## config.mk

```make
export PLATFORM = sky130hd
export DESIGN_NAME = adpcm_frame_decoder
export DESIGN_NICKNAME = d
export VERILOG_FILES = /design/src/afd_pkg.sv /design/src/afd_ram.sv /design/src/afd_mac.sv /design/src/afd_ctrl.sv /design/src/adpcm_frame_decoder.sv
export SDC_FILE = /design/constraint.sdc
export NUM_CORES = 2
export LEC_CHECK = 0
export BUFFER_PORTS_ARGS = -buffer_cell sky130_fd_sc_hd__clkbuf_2
export CORE_MARGIN = 2
export CORE_UTILIZATION = 50
export CTS_BUF_LIST = sky130_fd_sc_hd__clkbuf_2
export CTS_CLUSTER_DIAMETER = 100
export DETAILED_ROUTE_END_ITERATION = 6
export HOLD_SLACK_MARGIN = 0.06
export PLACE_DENSITY = 0.79
export SKIP_CTS_REPAIR_TIMING = 1
export SYNTH_ARGS = -nofsm -noshare
export SYNTH_HDL_FRONTEND = slang
export SYNTH_SLANG_ARGS = --single-unit
```

## constraint.sdc

```tcl
create_clock -name clk -period 8.8 [get_ports clk]
set_input_delay 0.44 -clock clk [delete_from_list [all_inputs] [get_ports clk]]
set_output_delay 0.44 -clock clk [all_outputs]
set_load 0.02 [all_outputs]
```

## src/afd_pkg.sv

```systemverilog
package afd_pkg;

  localparam int MAX_CHANNELS = 64;

  localparam int CH_W     = 6;
  localparam int POS_W    = 4;
  localparam int BYTE_W   = 8;
  localparam int SAMPLE_W = 16;
  localparam int COEF_W   = 8;
  localparam int PROD_W   = SAMPLE_W + COEF_W;
  localparam int ACC_W    = PROD_W + 1;
  localparam int PRED_SH  = 6;
  localparam int PRED_W   = ACC_W - PRED_SH;
  localparam int SUM_W    = PRED_W + 1;

  localparam int IN_TDATA_W  = 24;
  localparam int OUT_TDATA_W = 24;

  // history store depth follows the channel count, capped by the channel field
  localparam int HIST_DEPTH = (MAX_CHANNELS < (1 << CH_W)) ? MAX_CHANNELS : (1 << CH_W);
  localparam int HIST_AW    = (HIST_DEPTH > 1) ? $clog2(HIST_DEPTH) : 1;

  localparam logic [POS_W-1:0] POS_HEADER     = 4'd0;
  localparam logic [POS_W-1:0] POS_FLAGS      = 4'd1;
  localparam logic [POS_W-1:0] POS_LAST_DATA  = 4'd15;
  localparam logic [2:0]       MAX_FILTER     = 3'd4;
  localparam logic signed [ACC_W-1:0] ROUND_BIAS = 25'sd32;
  localparam logic signed [SUM_W-1:0] SAT_MAX    = 20'sd32767;
  localparam logic signed [SUM_W-1:0] SAT_MIN    = -20'sd32768;

  typedef enum logic [2:0] {
    ST_IDLE,
    ST_READ,
    ST_MUL0,
    ST_MUL1,
    ST_SUM,
    ST_OUT
  } state_t;

  typedef enum logic [1:0] {
    OP_NONE,
    OP_MUL,
    OP_MAC,
    OP_FIN
  } mac_op_t;

  typedef struct packed {
    logic    ready;
    logic    load_hist;
    mac_op_t op;
    logic    out_valid;
    logic    half;
    logic    advance;
    logic    finish;
  } ctrl_t;

  function automatic logic signed [COEF_W-1:0] coef_recent(input logic [2:0] f);
    logic signed [COEF_W-1:0] c;
    case (f)
      3'd0:    c = 8'sd0;
      3'd1:    c = 8'sd60;
      3'd2:    c = 8'sd115;
      3'd3:    c = 8'sd98;
      default: c = 8'sd122;
    endcase
    return c;
  endfunction

  function automatic logic signed [COEF_W-1:0] coef_older(input logic [2:0] f);
    logic signed [COEF_W-1:0] c;
    case (f)
      3'd0:    c = 8'sd0;
      3'd1:    c = 8'sd0;
      3'd2:    c = -8'sd52;
      3'd3:    c = -8'sd55;
      default: c = -8'sd60;
    endcase
    return c;
  endfunction

endpackage

```

## src/afd_ram.sv

```systemverilog
module afd_ram #(
  parameter int WIDTH = 32,
  parameter int DEPTH = 64
) (
  input  logic                                   clk,
  input  logic                                   we,
  input  logic [((DEPTH > 1) ? $clog2(DEPTH) : 1)-1:0] waddr,
  input  logic [WIDTH-1:0]                       wdata,
  input  logic [((DEPTH > 1) ? $clog2(DEPTH) : 1)-1:0] raddr,
  output logic [WIDTH-1:0]                       rdata
);

  logic [WIDTH-1:0] mem [DEPTH];

  always_ff @(posedge clk) begin
    if (we) begin
      mem[waddr] <= wdata;
    end
    rdata <= mem[raddr];
  end

endmodule

```

## src/afd_mac.sv

```systemverilog
module afd_mac (
  input  logic                                 clk,
  input  afd_pkg::mac_op_t                     op,
  input  logic signed [afd_pkg::SAMPLE_W-1:0]  a,
  input  logic signed [afd_pkg::COEF_W-1:0]    coef,
  input  logic signed [afd_pkg::SAMPLE_W-1:0]  base,
  output logic signed [afd_pkg::SAMPLE_W-1:0]  result
);

  logic signed [afd_pkg::PROD_W-1:0] prod;
  logic signed [afd_pkg::ACC_W-1:0]  acc;
  logic signed [afd_pkg::ACC_W-1:0]  rnd;
  logic signed [afd_pkg::PRED_W-1:0] pred;
  logic signed [afd_pkg::SUM_W-1:0]  sum;
  logic signed [afd_pkg::SAMPLE_W-1:0] sat;

  assign prod = a * coef;
  assign rnd  = acc + afd_pkg::ROUND_BIAS;
  assign pred = afd_pkg::PRED_W'(rnd >>> afd_pkg::PRED_SH);
  assign sum  = afd_pkg::SUM_W'(base) + afd_pkg::SUM_W'(pred);

  always_comb begin
    if (sum > afd_pkg::SAT_MAX) begin
      sat = afd_pkg::SAMPLE_W'(afd_pkg::SAT_MAX);
    end else if (sum < afd_pkg::SAT_MIN) begin
      sat = afd_pkg::SAMPLE_W'(afd_pkg::SAT_MIN);
    end else begin
      sat = afd_pkg::SAMPLE_W'(sum);
    end
  end

  always_ff @(posedge clk) begin
    case (op)
      afd_pkg::OP_MUL: acc <= afd_pkg::ACC_W'(prod);
      afd_pkg::OP_MAC: acc <= acc + afd_pkg::ACC_W'(prod);
      afd_pkg::OP_FIN: result <= sat;
      default: ;
    endcase
  end

endmodule

```

## src/afd_ctrl.sv

```systemverilog
module afd_ctrl (
  input  logic           clk,
  input  logic           rst,
  input  logic           in_valid,
  input  logic           in_is_data,
  input  logic           out_ready,
  output afd_pkg::ctrl_t ctl
);

  afd_pkg::state_t state;
  afd_pkg::state_t state_next;
  logic            half;

  always_comb begin
    state_next = state;
    case (state)
      afd_pkg::ST_IDLE: if (in_valid && in_is_data) state_next = afd_pkg::ST_READ;
      afd_pkg::ST_READ: state_next = afd_pkg::ST_MUL0;
      afd_pkg::ST_MUL0: state_next = afd_pkg::ST_MUL1;
      afd_pkg::ST_MUL1: state_next = afd_pkg::ST_SUM;
      afd_pkg::ST_SUM:  state_next = afd_pkg::ST_OUT;
      afd_pkg::ST_OUT: begin
        if (out_ready) begin
          state_next = half ? afd_pkg::ST_IDLE : afd_pkg::ST_MUL0;
        end
      end
      default: state_next = afd_pkg::ST_IDLE;
    endcase
  end

  always_comb begin
    ctl           = '0;
    ctl.op        = afd_pkg::OP_NONE;
    ctl.half      = half;
    case (state)
      afd_pkg::ST_IDLE: ctl.ready = 1'b1;
      afd_pkg::ST_READ: ctl.load_hist = 1'b1;
      afd_pkg::ST_MUL0: ctl.op = afd_pkg::OP_MUL;
      afd_pkg::ST_MUL1: ctl.op = afd_pkg::OP_MAC;
      afd_pkg::ST_SUM:  ctl.op = afd_pkg::OP_FIN;
      afd_pkg::ST_OUT: begin
        ctl.out_valid = 1'b1;
        ctl.advance   = out_ready && !half;
        ctl.finish    = out_ready && half;
      end
      default: ;
    endcase
  end

  always_ff @(posedge clk) begin
    if (rst) begin
      state <= afd_pkg::ST_IDLE;
      half  <= 1'b0;
    end else begin
      state <= state_next;
      if (state == afd_pkg::ST_READ) begin
        half <= 1'b0;
      end else if (ctl.advance) begin
        half <= 1'b1;
      end
    end
  end

endmodule

```

## src/adpcm_frame_decoder.sv

```systemverilog
// data byte: the first sample is offered after the states read, mul0, mul1 and sum;
// the second one after mul0, mul1 and sum again once the first is taken; the next
// request is taken the cycle after that; both samples use the single shared mac
// header and flags bytes keep the controller idle and produce no sample
// reset clears filter, shift and per-channel history valid bits at once, so
// every channel reads zero history; no clearing pass
module adpcm_frame_decoder (
  input  logic                               clk,
  input  logic                               rst,
  input  logic                               s_axis_tvalid,
  output logic                               s_axis_tready,
  // channel[5:0], byte_position[9:6], frame_byte[17:10], zero[23:18]
  input  logic [afd_pkg::IN_TDATA_W-1:0]     s_axis_tdata,
  output logic                               m_axis_tvalid,
  input  logic                               m_axis_tready,
  // out_channel[5:0], pcm_sample[21:6], zero[23:22]
  output logic [afd_pkg::OUT_TDATA_W-1:0]    m_axis_tdata,
  output logic                               m_axis_tlast
);

  logic [afd_pkg::CH_W-1:0]    in_ch;
  logic [afd_pkg::POS_W-1:0]   in_pos;
  logic [afd_pkg::BYTE_W-1:0]  in_byte;
  logic                        in_ch_ok;
  logic                        in_is_data;
  logic                        accept;

  logic [afd_pkg::CH_W-1:0]    ch_reg;
  logic [afd_pkg::POS_W-1:0]   pos_reg;
  logic [afd_pkg::BYTE_W-1:0]  byte_reg;
  logic [2:0]                  filter_index;
  logic [3:0]                  shift_amount;
  logic [afd_pkg::HIST_DEPTH-1:0] hist_valid;

  logic signed [afd_pkg::SAMPLE_W-1:0] prev1;
  logic signed [afd_pkg::SAMPLE_W-1:0] prev2;
  logic signed [afd_pkg::SAMPLE_W-1:0] sample;
  logic signed [afd_pkg::SAMPLE_W-1:0] mac_a;
  logic signed [afd_pkg::COEF_W-1:0]   mac_coef;
  logic signed [afd_pkg::SAMPLE_W-1:0] base;
  logic [3:0]                          nib;

  logic [2*afd_pkg::SAMPLE_W-1:0] rd_word;
  logic [2*afd_pkg::SAMPLE_W-1:0] wr_word;

  afd_pkg::ctrl_t ctl;

  assign in_ch      = s_axis_tdata[5:0];
  assign in_pos     = s_axis_tdata[9:6];
  assign in_byte    = s_axis_tdata[17:10];
  assign in_ch_ok   = int'(in_ch) < afd_pkg::MAX_CHANNELS;
  assign in_is_data = in_ch_ok && (in_pos != afd_pkg::POS_HEADER) &&
                      (in_pos != afd_pkg::POS_FLAGS);
  assign accept     = s_axis_tvalid && s_axis_tready;

  afd_ctrl u_ctrl (
    .clk       (clk),
    .rst       (rst),
    .in_valid  (s_axis_tvalid),
    .in_is_data(in_is_data),
    .out_ready (m_axis_tready),
    .ctl       (ctl)
  );

  // history word: recent sample in the low half, older in the high half
  assign wr_word = {prev1, sample};

  afd_ram #(
    .WIDTH(2 * afd_pkg::SAMPLE_W),
    .DEPTH(afd_pkg::HIST_DEPTH)
  ) u_hist (
    .clk  (clk),
    .we   (ctl.finish),
    .waddr(ch_reg[afd_pkg::HIST_AW-1:0]),
    .wdata(wr_word),
    .raddr(in_ch[afd_pkg::HIST_AW-1:0]),
    .rdata(rd_word)
  );

  assign nib  = ctl.half ? byte_reg[7:4] : byte_reg[3:0];
  assign base = $signed({nib, 12'h000}) >>> shift_amount;

  assign mac_a    = (ctl.op == afd_pkg::OP_MAC) ? prev2 : prev1;
  assign mac_coef = (ctl.op == afd_pkg::OP_MAC) ? afd_pkg::coef_older(filter_index)
                                                : afd_pkg::coef_recent(filter_index);

  afd_mac u_mac (
    .clk   (clk),
    .op    (ctl.op),
    .a     (mac_a),
    .coef  (mac_coef),
    .base  (base),
    .result(sample)
  );

  always_ff @(posedge clk) begin
    if (rst) begin
      filter_index <= '0;
      shift_amount <= '0;
      hist_valid   <= '0;
    end else begin
      if (accept && in_ch_ok && in_pos == afd_pkg::POS_HEADER) begin
        filter_index <= (in_byte[7:4] > 4'(afd_pkg::MAX_FILTER)) ? afd_pkg::MAX_FILTER
                                                                : in_byte[6:4];
        shift_amount <= in_byte[3:0];
      end
      if (ctl.finish) begin
        hist_valid[ch_reg[afd_pkg::HIST_AW-1:0]] <= 1'b1;
      end
    end
  end

  always_ff @(posedge clk) begin
    if (accept) begin
      ch_reg   <= in_ch;
      pos_reg  <= in_pos;
      byte_reg <= in_byte;
    end
    if (ctl.load_hist) begin
      // never-written channels read as zero history
      if (hist_valid[ch_reg[afd_pkg::HIST_AW-1:0]]) begin
        prev1 <= rd_word[afd_pkg::SAMPLE_W-1:0];
        prev2 <= rd_word[2*afd_pkg::SAMPLE_W-1:afd_pkg::SAMPLE_W];
      end else begin
        prev1 <= '0;
        prev2 <= '0;
      end
    end else if (ctl.advance) begin
      prev2 <= prev1;
      prev1 <= sample;
    end
  end

  assign s_axis_tready = ctl.ready;
  assign m_axis_tvalid = ctl.out_valid;
  assign m_axis_tdata  = {2'b00, sample, ch_reg};
  assign m_axis_tlast  = ctl.half && (pos_reg == afd_pkg::POS_LAST_DATA);

endmodule

```

**After elaboration in Yosys (flattened, before gate mapping)**

Memory sizes are Yosys's and may differ from the RTL's. A register that Yosys moved wholly into a read port is not among the register bits.
Index checks and enable logic that the tools add are counted.
Widths: inputs -> output; s select.

- Add/subtract/negate cells: 3
- Multipliers: 1
- $lt $le $gt $ge: 5
- Equal/unequal tests: 15
- Shift operators: 1
- Muxes and demuxes: 29
- Bitwise gates (word level): 1
- Reduce and logical (&&, ||, !) cells: 18

Operators by type and width:

| cell | number |
|---|---|
| $mux 16 | 8 |
| $or 64x64->64 | 1 |
| $pmux 25 s2 | 1 |
| $pmux 7 s4 | 1 |
| $add 25x24->25 | 1 |
| $add 25x7->25 const B | 1 |
| $mul 16x8->24 | 1 |
| $pmux 8 s3 | 1 |
| $add 16x19->20 | 1 |
| $gt 20x16->1 const B | 1 |
| $lt 20x16->1 const B | 1 |
| $pmux 3 s6 | 1 |
| $sshr 16x4->16 | 1 |
| $eq 3x2->1 const B | 4 |
| $mux 3 | 3 |
| $logic_and 1x1->1 | 8 |
| $mux 8 | 1 |
| $lt 6x7->1 const B | 1 |
| $mux 1 | 7 |
| $bmux 1 s6 | 1 |
| $demux 1 s6 | 1 |
| $eq 3x1->1 const B | 2 |
| $eq 3x3->1 const B | 2 |
| $ge 6x1->1 const B | 1 |
| other kinds (17) | 22 |

- Bits in registers: 166
- Memory bits (writable): 2,048
- Input port bits: 28
- Output and inout port bits: 27
- Memories kept: 1

Memory list:

| memory | depth | bits a word | read ports | clocked after memory_dff | wr ports | RTL line | text |
|---|---|---|---|---|---|---|---|
| u_hist.mem | 64 | 32 | 1 | 1 | 1 | afd_ram.sv:13 | `logic [WIDTH-1:0] mem [DEPTH];` |

**Longest topological paths before layout**

- Depth after elaboration: 7
- Gate-level depth with buffers: 34
- Gate-level depth less buffers: 31

**Cells and area by module**

A second synthesis with hierarchy kept.

- Cell total of the unflattened synthesis: 4,897
- Area total of the unflattened synthesis: 93,442.1 µm²

By module, submodules not included:

| module | instances | cells each | area an instance (µm²) |
|---|---|---|---|
| afd_ram | 1 | 3,324 | 78,515.3 |
| afd_mac | 1 | 996 | 8,853.5 |
| adpcm_frame_decoder | 1 | 546 | 5,824.3 |
| afd_ctrl | 1 | 31 | 249.0 |

**Least setup slack after synthesis**

OpenSTA, ideal clock, no wires.

- Path kind: flip-flop to flip-flop
- From: register u_ctrl.state[2]
- To: register u_mac.acc[23] (netlist name), data pin
- Library setup time: 0.262 ns
- Arrival: 8.230 ns
- Path slack: 0.308 ns
- Stages on the path, launching flop included: 30
- Clock period less this slack: 8.492 ns
- Cells stage by stage: dfxtp_1 > clkbuf_1 > nor2b_1 > and2_1 > clkbuf_1 > buf_1 > mux2i_1 > or2_2 > fa_1 > fa_1 > inv_1 > fa_1 > inv_1 > fa_1 > inv_1 > ha_1 > o21ai_0 > o211ai_1 > a41oi_1 > nor2b_1 > o21ai_0 > a21oi_1 > ha_1 > a21o_1 > a21o_1 > a21o_1 > a31o_2 > a311oi_1 > xnor2_1 > mux2_1

- Word-level cells in the longest chain between the ends: 7
- Elaborated cells between the ends (all ways): 11
- Classes of those cells: add/sub: 1; mul: 1; eq/ne: 5; mux: 4

Ends and longest elaborated chain:

| what | RTL line | text |
|---|---|---|
| start, declared | afd_ctrl.sv:10 | `afd_pkg::state_t state;` |
| start signal, assigned | afd_ctrl.sv:52 | `state <= afd_pkg::ST_IDLE;` |
| start signal, assigned | afd_ctrl.sv:55 | `state <= state_next;` |
| $eq 3x3->1 / $eq 3x2->1 (equally long branches) | afd_ctrl.sv:35 | `case (state)` |
| $pmux 2 s3 (*) | afd_ctrl.sv:35 |  |
| $eq 2x2->1 | afd_mac.sv:33, adpcm_frame_decoder.sv:83, adpcm_frame_decoder.sv:84 |  |
| $mux 16 / $mux 8 (equally long branches) | adpcm_frame_decoder.sv:83, adpcm_frame_decoder.sv:84 |  |
| $mul 16x8->24 | afd_mac.sv:17 | `assign prod = a * coef;` |
| $add 25x24->25 | afd_mac.sv:35 | `afd_pkg::OP_MAC: acc <= acc + afd_pkg::ACC_W'(prod);` |
| $pmux 25 s2 (*) | afd_mac.sv:33 | `case (op)` |
| end signal, assigned | afd_mac.sv:34 | `afd_pkg::OP_MUL: acc <= afd_pkg::ACC_W'(prod);` |
| end signal, assigned | afd_mac.sv:35 |  |
| end, declared | afd_mac.sv:11 | `logic signed [afd_pkg::ACC_W-1:0] acc;` |

Mark *: on every way between the ends. The rest lies on a longest branch, timed or not.
A chain may end at the register's enable or synchronous reset.

**Worst setup path in the final report**

Same ends and word-level chain as after synthesis.

==> impl_metrics.toml <==
[sta]
setup_viol = 0
finalCritPeriodShare_pct = 89.7
timing.slew.headroom_pct = 20.4
fmax_ghz = 0.127
tightestPinTransition_ns = 1.19
finalSetupTns_ns = 0
finalMaxSlewViolations = 0
finalHoldViolCount = 0
rsz0062_at_grt = "false"
fin_skew_ns = 0.176
min_period_ns = 7.89

[outcome]
status = "completed"

[logic_synthesis]
ys_top_cells_by_count = "2139 x edfxtp_1, 673 x mux4_2, 323 x nor2_1"
yosys_register_bits = 2246
synth_cell_types = 71
synthFlopType = "edfxtp_1"
synth_area_leader_cell = "edfxtp_1"
synth_edf_count = 2139
yosysWarnings = 0
synth_area_per_cell_sq_um = 20.5
synth_cells = 4493
synth_area_leaders = "edfxtp_1 70%, mux4_2 16%, dfxtp_1 2.3%"
seq_area_frac_synth_pct = 72.0
synthMostInstantiatedCell = "edfxtp_1"
synth_top_area_share_pct = 69.7
async_flop_share_pct = 0
syn_area_sq_mm = 0.0921

[clock_network]
htree_levels = 6
cts_made_buffers = 550
clk_pin_slew_worst_paths_ns = 0.12
cts.sinks = 2246
clock_path_buffers = 4
root_buffer = "clkbuf_2"
clock_latency_ns = 1.77
cts_tree = "done"

[worst_setup_path]
r2r_start = "u_ctrl.state[2]"
worstSetupPathType = "flop to flop"
slowest_delay_ns = 0.78
cp.depth = 26
required_ns = 10.21
critPathMostFrequentCell = "ha_1"
crit_family = "adder cells"
r2r-end = "u_mac.acc[23]"
slowest_stage = "nor2_1"
critPathArrivalTime_ns = 9.30
critPathMaxFanout = 33
cp-end-kind = "flop"
reg2reg_slack_ns = 0.91
rr_worst_depth = 26
cp-startpoint = "u_ctrl.state[2]"
crit_buf_inv = 3
cp-start-kind = "flop"

[hold_path]
hold_path.class = "input port to flop"
hold_end = "ch_reg[3]"
holdPathStages = 3
min_from = "s_axis_tdata[3]"

[route]
drt-wirelength-per-cell_microns = 27.7
drtIter0Drc = 6416
vias = 48100
drtAntennaViolNets = 0
first_pass_iters = 5
viasPerCell = 6.06
drt-total-wl_microns = 220000
drc = 0

[finish]
largestRegisters = "u_hist.mem: 2048 flops, hist_valid: 64 flops, u_hist.rdata: 32 flops"
drive_above_1_share_pct = 33.5
regMostFlops = "u_hist.mem"
syn_to_final_growth_pct = 10.2
largest_reg_flops = 2048
final_area_sq_mm = 0.102
final_nets = 5306

[global_route]
grt_usage_pct = 23.3
grt_max_degree = 150
first_global_vias = 48700
grt-ovfl-total = 0
antenna_found_initial = 14
grt_pass1_wl_microns = 318000

[placement]
place_area_sq_mm = 0.0962
routabilityCongestion = 0.856
hpwlAfterDp_microns = 118000
io_buffers = 46

[floorplan]
die_h_microns = 433
num_rows = 157
die_w_microns = 433
coreArea_sq_mm = 0.183
start_util_pct = 50.3
io_pins = 55
die_area_sq_mm = 0.188

[pwr]
power.leakage_nw = 34.0
power_density_mw_per_mm2 = 194
p_total_mw = 19.7
ir_worst_vdd_mv = 0.127

[run]
maxCapViolCount = 0
-- worst reg2reg max path, stage by stage, from the launching register on --
cell,delay [ns]
dfxtp_1,0.54
nor2b_2,0.11
and2_1,0.19
buf_4,0.28
nor2_1,0.80
and2_1,0.24
ha_1,0.25
fa_1,0.46
ha_1,0.28
inv_1,0.04
fa_1,0.47
inv_1,0.04
ha_1,0.22
fa_1,0.50
a211oi_1,0.34
o211ai_1,0.19
a41oi_1,0.49
o21ai_0,0.17
a21oi_1,0.20
ha_1,0.33
a21o_1,0.18
a21o_1,0.19
a21o_1,0.17
a31o_2,0.24
a311oi_1,0.31
xnor2_1,0.11
mux2_1,0.30
-- worst max-delay path by stage --
stage	end	slack, ns
2_1_floorplan	u_mac.acc[23]	0.31
3_3_place_gp	u_mac.acc[23]	1.03
3_5_place_dp	u_mac.acc[23]	0.98
4_1_cts	u_mac.acc[23]	0.97
5_1_grt	u_mac.acc[23]	0.48
6_report	u_mac.acc[23]	0.91
-- power breakdown --
group / switching (mW) / internal (mW) / leakage, nW
registers: 0.0421 / 11.7 / 20.1
logic: 0.746 / 0.530 / 10.1
clock network: 3.99 / 2.69 / 3.73
total: 4.78 / 14.9 / 34.0
-- cell type report --
type | instances | area, sq um
Clock buffer | 811 | 4060
Inverter | 165 | 619
Clock inverter | 117 | 689
Timing Repair Buffer | 244 | 1960
Antenna cell | 16 | 40.0
Multi-Input combinational cell | 1875 | 24700
Tap cell | 2464 | 3080
Fill cell | 13600 | 81500
Sequential cell | 2246 | 66400
-- metrics by stage --
step	utilization, %	hold slack (ns)	setup slack, ns	cells
after detailed placement	52.5	0.458	0.976	6937
after CTS	55.1	-1.18	0.968	7865
after global placement	52.5	0.444	1.03	6937
final	55.5	0.121	0.909	7938
after global routing	55.5	0.0206	0.475	7933
after floorplan	-	0.435	0.308	4494
-- logic make-up (layout without fill, tap and decap cells) --
kind of cell | after synthesis | after routing | share of synthesized area (%)
other cells | 1 | 18 | 0.00407
compound gates | 302 | 302 | 2.24
simple gates | 573 | 573 | 2.74
buf+inv | 373 | 1337 | 1.68
flops | 2246 | 2246 | 72.0
mux | 724 | 724 | 17.0
xor+xnor | 78 | 78 | 0.750
fa+ha+maj | 196 | 196 | 3.52
-- layout by cell type, fill, tap and decap left out, types with 9 or more instances in the layout --
| master | Yosys | final |
|---|---|---|
| edfxtp_1 | 2139 | 2139 |
| clkbuf_2 | 0 | 851 |
| mux4_2 | 673 | 673 |
| nor2_1 | 323 | 259 |
| inv_1 | 165 | 165 |
| buf_4 | 7 | 137 |
| dfxtp_1 | 107 | 107 |
| fa_1 | 105 | 105 |
| ha_1 | 91 | 91 |
| nand2_1 | 89 | 89 |
| clkinv_1 | 0 | 83 |
| a21oi_1 | 72 | 72 |
| o21ai_0 | 70 | 70 |
| nor2_4 | 1 | 65 |
| dlygate4sd3_1 | 0 | 57 |
| xnor2_1 | 49 | 49 |
| and2_1 | 48 | 48 |
| mux2i_1 | 35 | 35 |
| a22o_1 | 34 | 34 |
| xor2_1 | 28 | 28 |
| a21o_1 | 23 | 23 |
| nand3_1 | 22 | 22 |
| diode_2 | 0 | 16 |
| inv_2 | 0 | 16 |
| mux2_2 | 15 | 15 |
| nor3_1 | 14 | 14 |
| nor2b_1 | 14 | 13 |
| or3_1 | 13 | 13 |
| or2_2 | 12 | 12 |
| a211oi_1 | 11 | 11 |
| and3_1 | 11 | 11 |
| o21ai_2 | 10 | 10 |
| o21a_1 | 9 | 9 |
| bufinv_16 | 0 | 9 |
-- layer usage --
layer	track usage [%]	up-vias	share of wire, %
met5	0	-	0.0059
met4	7.94	2	2.8
met3	5.78	456	11
met2	37.1	3226	49
met1	31.7	24700	37
li1	-	19700	-
No activity file was read; power rests on OpenSTA's default activity.
